===== src/sv/splm_pkg.sv =====
// ----------------------------------------------------------------------------
// splm_pkg
// Shared types and constants for the stereo peak level meter.
// ----------------------------------------------------------------------------
package splm_pkg;

    localparam int SAMPLE_BITS   = 16;
    localparam int FIELD_BITS    = 16;
    localparam int LEVEL_BITS    = 7;
    localparam int MS_BITS       = 16;
    localparam int PCT_MUL_BITS  = 7;
    localparam int PROD_BITS     = SAMPLE_BITS + PCT_MUL_BITS;
    localparam int PCT_RAW_BITS  = PROD_BITS - (SAMPLE_BITS - 1);
    localparam int APB_ADDR_BITS = 3;
    localparam int APB_DATA_BITS = 32;

    localparam logic [LEVEL_BITS-1:0]   FULL_PERCENT  = LEVEL_BITS'(100);
    localparam logic [LEVEL_BITS-1:0]   DECAY_STEP    = LEVEL_BITS'(4);
    localparam logic [MS_BITS-1:0]      MIN_WINDOW_MS = MS_BITS'(200);
    localparam logic [PCT_MUL_BITS-1:0] PCT_SCALE     = PCT_MUL_BITS'(100);

    // Register indexes, taken from paddr[2]
    localparam logic REG_CODEC_READY   = 1'b0;
    localparam logic REG_TEST_DURATION = 1'b1;

    typedef enum logic [1:0] {
        KIND_SAMPLE    = 2'd0,
        KIND_FRAME_END = 2'd1,
        KIND_TICK      = 2'd2,
        KIND_START     = 2'd3
    } kind_t;

    typedef struct packed {
        kind_t                         kind;
        logic signed [FIELD_BITS-1:0]  left_sample;
        logic signed [FIELD_BITS-1:0]  right_sample;
    } in_item_t;

    typedef struct packed {
        logic [LEVEL_BITS-1:0] level_percent;
        logic                  window_active;
    } result_t;

    typedef struct packed {
        logic               codec_ready;
        logic [MS_BITS-1:0] test_duration_ms;
    } cfg_t;

endpackage


===== src/sv/splm_lane.sv =====
// ----------------------------------------------------------------------------
// splm_lane
// Magnitude of one channel sample, taken from its low SAMPLE_BITS bits.
// ----------------------------------------------------------------------------
module splm_lane (
    input  logic signed [splm_pkg::FIELD_BITS-1:0]  sample,
    output logic        [splm_pkg::SAMPLE_BITS-1:0] magnitude
);
    import splm_pkg::*;

    logic [SAMPLE_BITS-1:0] raw;

    assign raw = sample[SAMPLE_BITS-1:0];

    // Full-scale negative wraps to 2^(SAMPLE_BITS-1), which is the true magnitude
    assign magnitude = raw[SAMPLE_BITS-1] ? (~raw + SAMPLE_BITS'(1)) : raw;

endmodule


===== src/sv/splm_cfg.sv =====
// ----------------------------------------------------------------------------
// splm_cfg
// APB register file: codec ready flag and measurement window length.
// ----------------------------------------------------------------------------
module splm_cfg (
    input  logic                               aclk,
    input  logic                               aresetn,
    input  logic                               psel,
    input  logic                               penable,
    input  logic                               pwrite,
    input  logic [splm_pkg::APB_ADDR_BITS-1:0] paddr,
    input  logic [splm_pkg::APB_DATA_BITS-1:0] pwdata,
    output logic [splm_pkg::APB_DATA_BITS-1:0] prdata,
    output logic                               pready,
    output splm_pkg::cfg_t                     cfg
);
    import splm_pkg::*;

    logic               codec_ready_reg;
    logic [MS_BITS-1:0] duration_reg;
    logic               wr_en;
    logic               reg_idx;

    assign pready  = 1'b1;
    assign wr_en   = psel && penable && pwrite && pready;
    assign reg_idx = paddr[2];

    always_ff @(posedge aclk) begin
        if (!aresetn) begin
            codec_ready_reg <= 1'b0;
            duration_reg    <= MIN_WINDOW_MS;
        end else if (wr_en) begin
            case (reg_idx)
                REG_CODEC_READY:   codec_ready_reg <= pwdata[0];
                REG_TEST_DURATION: duration_reg    <= pwdata[MS_BITS-1:0];
                default:           codec_ready_reg <= codec_ready_reg;
            endcase
        end
    end

    always_comb begin
        case (reg_idx)
            REG_CODEC_READY:   prdata = APB_DATA_BITS'(codec_ready_reg);
            REG_TEST_DURATION: prdata = APB_DATA_BITS'(duration_reg);
            default:           prdata = '0;
        endcase
    end

    assign cfg.codec_ready      = codec_ready_reg;
    assign cfg.test_duration_ms = duration_reg;

endmodule


===== src/sv/splm_core.sv =====
// ----------------------------------------------------------------------------
// splm_core
// Merges the lane magnitudes into the frame peak and updates level and window.
// ----------------------------------------------------------------------------
module splm_core (
    input  logic                             aclk,
    input  logic                             aresetn,
    input  logic                             item_fire,
    input  splm_pkg::kind_t                  kind,
    input  logic [splm_pkg::SAMPLE_BITS-1:0] left_mag,
    input  logic [splm_pkg::SAMPLE_BITS-1:0] right_mag,
    input  splm_pkg::cfg_t                   cfg,
    output splm_pkg::result_t                result
);
    import splm_pkg::*;

    logic [LEVEL_BITS-1:0]   level_reg,   level_next;
    logic [SAMPLE_BITS-1:0]  peak_reg,    peak_next;
    logic                    has_smp_reg, has_smp_next;
    logic [MS_BITS-1:0]      remain_reg,  remain_next;

    logic                    active_now;
    logic                    active_next;
    logic [SAMPLE_BITS-1:0]  pair_max;
    logic [PROD_BITS-1:0]    product;
    logic [PCT_RAW_BITS-1:0] pct_raw;
    logic [LEVEL_BITS-1:0]   pct;
    logic [LEVEL_BITS+1:0]   blend;
    logic [MS_BITS-1:0]      window_len;

    assign active_now = cfg.codec_ready && (remain_reg != '0);
    assign pair_max   = (right_mag > left_mag) ? right_mag : left_mag;

    // Peak to percent: (peak * 100) >> (SAMPLE_BITS-1), clamp to 100
    assign product = PROD_BITS'(peak_reg) * PROD_BITS'(PCT_SCALE);
    assign pct_raw = product[PROD_BITS-1:SAMPLE_BITS-1];
    assign pct     = (pct_raw > PCT_RAW_BITS'(FULL_PERCENT)) ? FULL_PERCENT
                                                              : pct_raw[LEVEL_BITS-1:0];
    assign blend   = ({2'b00, level_reg} << 1) + {2'b00, level_reg} + {2'b00, pct};

    assign window_len = (cfg.test_duration_ms < MIN_WINDOW_MS) ? MIN_WINDOW_MS
                                                               : cfg.test_duration_ms;

    always_comb begin
        level_next   = level_reg;
        peak_next    = peak_reg;
        has_smp_next = has_smp_reg;
        remain_next  = remain_reg;
        case (kind)
            KIND_SAMPLE: begin
                if (active_now) begin
                    if (pair_max > peak_reg) begin
                        peak_next = pair_max;
                    end
                    has_smp_next = 1'b1;
                end
            end
            KIND_FRAME_END: begin
                if (!active_now) begin
                    level_next = '0;
                end else if (!has_smp_reg) begin
                    level_next = (level_reg > DECAY_STEP) ? level_reg - DECAY_STEP : '0;
                end else if (pct > level_reg) begin
                    level_next = pct;
                end else begin
                    level_next = blend[LEVEL_BITS+1:2];
                end
                peak_next    = '0;
                has_smp_next = 1'b0;
            end
            KIND_TICK: begin
                if (remain_reg != '0) begin
                    remain_next = remain_reg - MS_BITS'(1);
                end
            end
            KIND_START: begin
                if (cfg.codec_ready) begin
                    level_next  = '0;
                    remain_next = window_len;
                end
            end
            default: begin
                level_next = level_reg;
            end
        endcase
    end

    assign active_next          = cfg.codec_ready && (remain_next != '0);
    assign result.window_active = active_next;
    assign result.level_percent = active_next ? level_next : '0;

    always_ff @(posedge aclk) begin
        if (!aresetn) begin
            level_reg   <= '0;
            peak_reg    <= '0;
            has_smp_reg <= 1'b0;
            remain_reg  <= '0;
        end else if (item_fire) begin
            level_reg   <= level_next;
            peak_reg    <= peak_next;
            has_smp_reg <= has_smp_next;
            remain_reg  <= remain_next;
        end
    end

endmodule


===== src/sv/splm_skid.sv =====
// ----------------------------------------------------------------------------
// splm_skid
// Two-entry output buffer: output register plus skid register.
// ----------------------------------------------------------------------------
module splm_skid (
    input  logic              aclk,
    input  logic              aresetn,
    input  logic              in_fire,
    input  splm_pkg::result_t in_data,
    output logic              in_ready,
    output logic              m_valid,
    input  logic              m_ready,
    output splm_pkg::result_t m_result
);
    import splm_pkg::*;

    logic    out_valid_reg;
    logic    skid_valid_reg;
    result_t out_data_reg;
    result_t skid_data_reg;
    logic    out_free;

    assign in_ready = !skid_valid_reg;
    assign out_free = !out_valid_reg || m_ready;
    assign m_valid  = out_valid_reg;
    assign m_result = out_data_reg;

    always_ff @(posedge aclk) begin
        if (!aresetn) begin
            out_valid_reg  <= 1'b0;
            skid_valid_reg <= 1'b0;
        end else if (out_free) begin
            if (skid_valid_reg) begin
                // drain the skid beat first
                out_valid_reg  <= 1'b1;
                skid_valid_reg <= 1'b0;
            end else begin
                out_valid_reg  <= in_fire;
            end
        end else if (in_fire) begin
            skid_valid_reg <= 1'b1;
        end
    end

    always_ff @(posedge aclk) begin
        if (out_free) begin
            out_data_reg <= skid_valid_reg ? skid_data_reg : in_data;
        end
        if (!out_free && in_fire) begin
            skid_data_reg <= in_data;
        end
    end

endmodule


===== src/sv/stereo_peak_level_meter_unit.sv =====
// ----------------------------------------------------------------------------
// stereo_peak_level_meter_unit
// Stereo peak meter with fast attack, slow release and a timed test window.
// ----------------------------------------------------------------------------
// Usage:
//   Input beats (s_valid/s_ready, s_item) carry a kind and a stereo pair:
//   sample pair, frame end, one millisecond tick or start. Every accepted
//   beat yields exactly one result beat (m_valid/m_ready, m_result) with the
//   smoothed level in percent and the window-active flag after the update.
//   Two lanes take |left| and |right| side by side; the core merges them into
//   the frame peak and updates level and countdown in the same cycle.
//   Each result is registered in the output register, or in the skid one
//   when the receiver stalls. One item per cycle while s_ready is high.
//   Reset clears level, peak and countdown (window inactive), sets
//   codec_ready to 0 and the window length to 200 ms; no result is pending.
//   When the receiver stalls, one result waits in the output register and
//   one more in a skid register; s_ready drops only when both are full.
//   Write the APB registers (codec_ready at 0x0, test_duration_ms at 0x4)
//   only while the block is idle.
// ----------------------------------------------------------------------------
module stereo_peak_level_meter_unit (
    input  logic                               aclk,
    input  logic                               aresetn,
    input  logic                               s_valid,
    output logic                               s_ready,
    input  splm_pkg::in_item_t                 s_item,
    output logic                               m_valid,
    input  logic                               m_ready,
    output splm_pkg::result_t                  m_result,
    input  logic                               psel,
    input  logic                               penable,
    input  logic                               pwrite,
    input  logic [splm_pkg::APB_ADDR_BITS-1:0] paddr,
    input  logic [splm_pkg::APB_DATA_BITS-1:0] pwdata,
    output logic [splm_pkg::APB_DATA_BITS-1:0] prdata,
    output logic                               pready
);
    import splm_pkg::*;

    cfg_t                   cfg;
    logic [SAMPLE_BITS-1:0] left_mag;
    logic [SAMPLE_BITS-1:0] right_mag;
    logic                   item_fire;
    result_t                core_result;

    assign item_fire = s_valid && s_ready;

    splm_cfg u_cfg (
        .aclk    (aclk),
        .aresetn (aresetn),
        .psel    (psel),
        .penable (penable),
        .pwrite  (pwrite),
        .paddr   (paddr),
        .pwdata  (pwdata),
        .prdata  (prdata),
        .pready  (pready),
        .cfg     (cfg)
    );

    splm_lane u_lane_left (
        .sample    (s_item.left_sample),
        .magnitude (left_mag)
    );

    splm_lane u_lane_right (
        .sample    (s_item.right_sample),
        .magnitude (right_mag)
    );

    splm_core u_core (
        .aclk      (aclk),
        .aresetn   (aresetn),
        .item_fire (item_fire),
        .kind      (s_item.kind),
        .left_mag  (left_mag),
        .right_mag (right_mag),
        .cfg       (cfg),
        .result    (core_result)
    );

    splm_skid u_skid (
        .aclk     (aclk),
        .aresetn  (aresetn),
        .in_fire  (item_fire),
        .in_data  (core_result),
        .in_ready (s_ready),
        .m_valid  (m_valid),
        .m_ready  (m_ready),
        .m_result (m_result)
    );

endmodule

===== config.mk =====
export PLATFORM = sky130hd
export DESIGN_NAME = stereo_peak_level_meter_unit
export DESIGN_NICKNAME = d
export VERILOG_FILES = /design/src/sv/splm_pkg.sv /design/src/sv/splm_lane.sv /design/src/sv/splm_cfg.sv /design/src/sv/splm_core.sv /design/src/sv/splm_skid.sv /design/src/sv/stereo_peak_level_meter_unit.sv
export SDC_FILE = /design/constraint.sdc
export NUM_CORES = 1
export LEC_CHECK = 0
export BUFFER_PORTS_ARGS = -buffer_cell sky130_fd_sc_hd__buf_4
export CORE_UTILIZATION = 40
export DETAILED_ROUTE_END_ITERATION = 7
export GPL_ROUTABILITY_DRIVEN = 0
export GPL_TIMING_DRIVEN = 0
export SYNTH_ARGS = -nofsm -noshare
export SYNTH_HDL_FRONTEND = slang
export SYNTH_SLANG_ARGS = --single-unit

===== constraint.sdc =====
create_clock -name aclk -period 8.5 [get_ports aclk]
set_input_delay 1.275 -clock aclk [delete_from_list [all_inputs] [get_ports aclk]]
set_output_delay 1.275 -clock aclk [all_outputs]
set_load 0.05 [all_outputs]

# Yosys cells after proc, flatten, opt, wreduce, memory -nomap -nowiden
# Cells that the tools add are included.
dict set report op_classes {
  n_addsub 6
  n_mul 1
  div 0
  magnitude_cmp 6
  n_eq_ne 5
  shifts 0
  muxes 23
  n_bitwise 4
  n_reduce_logical 19
}
# cell count
set ops {}
lappend ops {{$mux 16} 8}
lappend ops {{$pmux 16 s2} 2}
lappend ops {{$pmux 32 s2} 1}
lappend ops {{$mux 7} 7}
lappend ops {{$add 16x1->16 const B} 2}
lappend ops {{$gt 16x16->1} 2}
lappend ops {{$not 16->16} 2}
lappend ops {{$reduce_bool 16->1} 2}
lappend ops {{$mul 16x5->21 const B} 1}
lappend ops {{$lt 16x8->1 const B} 1}
lappend ops {{$sub 16x1->16 const B} 1}
lappend ops {{$pmux 7 s2} 1}
lappend ops {{$add 8x7->9} 1}
lappend ops {{$add 9x7->9} 1}
lappend ops {{$gt 8x7->1 const B} 1}
lappend ops {{$mux 8} 1}
lappend ops {{$gt 7x3->1 const B} 1}
lappend ops {{$gt 7x7->1} 1}
lappend ops {{$sub 7x3->7 const B} 1}
lappend ops {{$logic_and 1x1->1} 6}
lappend ops {{$eq 2x2->1 const B} 2}
lappend ops {{$ne 2x1->1 const B} 2}
lappend ops {{$reduce_and 2->1} 2}
lappend ops {{$reduce_and 4->1} 1}
lappend ops {{10 further kinds} 14}
dict set report totals {
  ff_bits 75
  latchBits 0
  ramBits 0
  rom_bits 0
  input_bits 76
  out_inout_bits 43
  wordCells 76
  memories 0
}

# Logic depth before layout (Yosys ltp)
dict set report logic_depth {
  depth_word 10
  ltp_mapped 30
  mapped_depth_nobuf 28
}

# By module
# From an unflattened synthesis, not the netlist that was laid out.
dict set report hier_totals {
  cells_unflattened 995
  area_unflattened_um2 8365.5
}
# module n_inst cells_each area_per_inst_um2 seq_area_each_um2
set modules_own_cells {}
lappend modules_own_cells {splm_core 1 753 5960.7 800.8}
lappend modules_own_cells {splm_cfg 1 111 967.2 340.3}
lappend modules_own_cells {splm_lane 2 48 365.4 0.0}
lappend modules_own_cells {splm_skid 1 34 700.7 520.5}
lappend modules_own_cells {stereo_peak_level_meter_unit 1 1 6.3 0.0}

# Worst setup path after synthesis
# OpenSTA, ideal clock, no wires.
dict set report synth_path {
  kind {input to register}
  start {input s_item[0] (netlist bit)}
  end {register u_core.peak_reg[10]}
  setup_ns 0.060
  t_arrival_ns 7.325
  required_time_ns 8.440
  slack_ns 1.116
  stages 27
  n_path_buf 2
  cell_sequence {or3_1 or4_1 or3_1 o31ai_1 xor2_1 inv_1 ha_1 a21o_1 a21o_1 a21oi_1 o21ai_0 o21ai_1 clkbuf_1 mux2i_1 ha_1 nor2b_1 o21a_1 o21a_1 o21a_1 o21a_1 o21a_1 o21a_1 o21ai_0 a21oi_1 nor2_1 clkbuf_1 a22o_1}
}
dict set report synth_between {
  elab_chain_len 8
  elab_cells_between_ends 11
  classes_between {1 x add/sub; 2 x order compare; 1 x eq/ne; 5 x mux; 1 x bitwise; 1 x reduce/logical}
}
# element line
set synth_lines {}
lappend synth_lines {{from (decl)} stereo_peak_level_meter_unit.sv:26} ;# input splm_pkg::in_item_t s_item,
lappend synth_lines {{$not 16->16} splm_lane.sv:16} ;# assign magnitude = raw[SAMPLE_BITS-1] ? (~raw + SAMPLE_BITS'(1)) : raw;
lappend synth_lines {{$add 16x1->16} splm_lane.sv:16}
lappend synth_lines {{$mux 16 *} splm_lane.sv:16}
lappend synth_lines {{$gt 16x16->1} splm_core.sv:32} ;# assign pair_max = (right_mag > left_mag) ? right_mag : left_mag;
lappend synth_lines {{$mux 16 *} splm_core.sv:32}
lappend synth_lines {{$gt 16x16->1 / $mux 16 (equally long branches)} splm_core.sv:52} ;# if (pair_max > peak_reg) begin
lappend synth_lines {{$ne 2x1->1 (no line) / $mux 16 (equally long branches)} -}
lappend synth_lines {{$reduce_and 4->1 (no line) / $pmux 16 s2 (equally long branches)} -}
lappend synth_lines {{to (signal assigned)} splm_core.sv:100} ;# peak_reg <= peak_next;
lappend synth_lines {{to (decl)} splm_core.sv:18} ;# logic [SAMPLE_BITS-1:0] peak_reg, peak_next;
# Every way passes the cells marked *; elsewhere a longest branch is shown, timed or not. The select of a mux whose other input is x is not followed.
# A chain may end at the register's enable or synchronous reset.

# Final worst setup path
dict set report layout_path {
  start {input s_item[0] (netlist bit)}
  end {register u_core.peak_reg[7]}
}
# Same word-level chain as after synthesis.

==> results.toml <==
[synthesis]
synth_top_area_cell = "ha_1"
synthAdderAreaFrac = 0.197
synth_top_flop_cell = "dfxtp_1"
synth_warnings = 0
syn_area_sq_um = 7930
synth_edf_count = 16
async_flop_share = 0
synthMuxAreaShare = 0.0385
synth_compound_area_frac = 0.227
synth_top_family_by_area = "compound AO/OA/AOI/OAI gates"
ys_types = 98
syn_inst = 959
synth-simple-area-share = 0.197
synth_top_area_frac = 0.159
synthXorXnorAreaFrac = 0.0451
synth_area_leaders = "ha_1 16%, dfxtp_1 15%, edfxtp_1 6.1%"
yosys.cell_count.top_type = "ha_1"
ys_seq_elements = 75
syn_area_per_cell_sq_um = 8.27
yosys-top-cells-count = "101 x ha_1, 97 x inv_1, 84 x nand2_1, 65 x nor2_1, 59 x dfxtp_1"
seq_area_frac_synth = 0.210

[worst_setup_path]
worst_path_largest_cell_delay_ns = 0.48
critPathKind = "input port to flip-flop"
rrSetupSlack_ns = 1.60
path_common_cell = "o21a_1"
rr_worst_depth = 26
r2r-end = "u_skid.skid_data_reg[7]$_DFFE_PP_"
crit_family = "compound AO/OA/AOI/OAI gates"
start_kind = "input port"
r2r_start = "u_core.peak_reg[7]$_SDFFE_PN0P_"
cp.arrival_ns = 8.04
end_kind = "flip-flop"
cp_max_fo = 10
critPathSlowestCell = "or4_1"
cp_num_buf_inv = 4
crit_required_ns = 8.79

[clocking]
htreeDepth = 3
clkTransAtPathRegs_ns = 0.06
cts_num_sinks = 75
insertion_delay_ns = 0.35
ctsRootBufferMaster = "clkbuf_16"
post_cts_buffers = 0
cts_hold_buf = 0
clockBufferDepth = 2
cts_made_buffers = 9
cts_tree = "done"

[placed_design]
placed_area_sq_um = 8920
io_buffer_count = 81
post-place-cells = 1320
post-dp-hpwl_microns = 16200
post-place-ws_ns = -0.138

[power_and_ir_drop]
power_density_nw_per_um2 = 127
power_mw = 1.18
p_leak_nw = 4.38
peakVddDrop_mv = 0.0798

[sta]
slew_headroom = 0.475
drv_slew = 0
final.min_clock_period_ns = 7.75
setup_slack_ns = 0.753
hold_viol_final = 0
fin_skew_ns = 0.00845
setup_viol = 0
period_share = 0.911
clock.fmax_ghz = 0.129
worst_pin_slew_ns = 0.768
rsz0062_at_grt = "no"

[flow_run]
max_cap_violations = 0

[drt]
routed_via_density = 5.33
drt_wl_total_microns = 19800
drc_errors = 0
drt-pass1-iter-count = 6
ant_nets = 0
vias = 7124
routedWlPerCell_microns = 14.8
drtIter0Drc = 468

[floorplan]
die-area_sq_um = 20400
ios = 119
fp.dieH_microns = 143
start_util = 0.407
coreArea_sq_um = 19500
rows = 51
die_w_microns = 143

[finish]
final_cell_area_sq_um = 9250
drive_gt1_frac = 0.153
syn2layout_area_growth_pct = 16.7
layout.nets = 1258
antenna_cells = 0
stdcell_count = 1336

[global_route]
antenna_found_initial = 0
grt_pass1_wl_microns = 33100
grt-ovfl-total = 0
grt_usage = 0.202
grt_pass1_vias = 6766
grt_max_degree = 14

[worst_hold_path]
hp-start = "u_cfg.duration_reg[12]$_SDFFE_PN0P_"
hold_path_depth = 2
hp-class = "flip-flop to flip-flop"
whs_endpoint = "u_cfg.duration_reg[12]$_SDFFE_PN0P_"

[status]
status = "complete, no violations"
-- routing by layer --
| metal | part of all wire | routed length, microns | track usage | up-vias |
|---|---|---|---|---|
| met4 | 0.012 | 231 | 0.0498 | 0 |
| met1 | 0.49 | 9650 | 0.274 | 3257 |
| met5 | 0 | 0 | 0 | - |
| met3 | 0.048 | 957 | 0.0268 | 18 |
| li1 | - | - | - | 3660 |
| met2 | 0.45 | 8960 | 0.339 | 189 |
-- layout by cell type, fill, tap and decap left out, types with 15 or more instances in the layout --
| cell | netlist | routed |
|---|---|---|
| a22o_1 | 19 | 19 |
| mux2i_1 | 22 | 22 |
| a211oi_1 | 17 | 17 |
| a21o_1 | 19 | 19 |
| a21oi_1 | 52 | 52 |
| nand4_1 | 17 | 17 |
| xor2_1 | 27 | 27 |
| and2_1 | 19 | 19 |
| nor2_1 | 65 | 65 |
| inv_1 | 97 | 97 |
| conb_1 | 2 | 17 |
| edfxtp_1 | 16 | 16 |
| o21ai_0 | 32 | 32 |
| ha_1 | 101 | 101 |
| nand3_1 | 15 | 15 |
| dfxtp_1 | 59 | 59 |
| clkbuf_1 | 26 | 26 |
| buf_4 | 18 | 99 |
| fa_1 | 15 | 15 |
| nand2_1 | 84 | 84 |
| nor3_1 | 21 | 21 |
-- stage by stage --
stage	util	hold WS, ns	setup TNS (ns)
global route	0.475	0.537	0
floorplan	-	0.444	0
detailed placement	0.458	0.491	-1.22
CTS	0.475	0.499	0
finish	0.475	0.499	0
global placement	0.458	0.488	-1.39
-- layout make-up --
class	instances	area, sq um
Sequential cell	75	1660
Fill cell	1956	10200
Clock inverter	4	55.1
Tap cell	265	332
Buffer	51	305
Multi-Input combinational cell	750	5650
Inverter	98	368
Clock buffer	12	268
Timing Repair Buffer	81	608
-- power breakdown --
| part | switching [mW] | internal, mW |
|---|---|---|
| Clock | 0.157 | 0.255 |
| Sequential | 0.0139 | 0.376 |
| Combinational | 0.222 | 0.152 |
| Total | 0.393 | 0.783 |
-- worst reg2reg max path, delay by kind of cell, from the launching register on --
kind	cells	cell delay (ns)
and+or+nand+nor	4	1.03
buffers and inverters	4	0.29
adders and majority gates	6	2.05
DFF	1	0.48
AOI/OAI and AO/OA	12	2.81
-- kinds of logic (layout without fill, tap and decap cells) --
| group | after synthesis | in the layout |
|---|---|---|
| AO/OA/AOI/OAI | 246 | 246 |
| flip-flops | 75 | 75 |
| AND/OR/NAND/NOR | 302 | 302 |
| multiplexers | 29 | 29 |
| adder cells (fa/ha/maj) | 116 | 116 |
| buffers and inverters | 149 | 246 |
| other | 2 | 17 |
| XOR/XNOR | 40 | 40 |
-- timing repair --
| item | 4_1_cts | 5_1_grt |
|---|---|---|
| hold endpoints to repair | 0 | 0 |
| endpoints found under the setup margin | 0 | 11 |
| resized for setup | 0 | 3 |
-- how the worst max path moves through the flow --
stage          depth (start not counted)  slack, ns      start                               end
4_1_cts                               28       0.22  s_item[0]   u_core.peak_reg[7]$_SDFFE_PN0P_
3_5_place_dp                          28      -0.14  s_item[0]   u_core.peak_reg[7]$_SDFFE_PN0P_
5_1_grt                               28       0.16  s_item[0]  u_core.peak_reg[11]$_SDFFE_PN0P_
6_report                              28       0.75  s_item[0]   u_core.peak_reg[7]$_SDFFE_PN0P_
3_3_place_gp                          28      -0.15  s_item[0]  u_core.peak_reg[14]$_SDFFE_PN0P_
2_1_floorplan                         27       1.12  s_item[0]  u_core.peak_reg[10]$_SDFFE_PN0P_
Note: power is estimated with default switching activity, not from simulation.
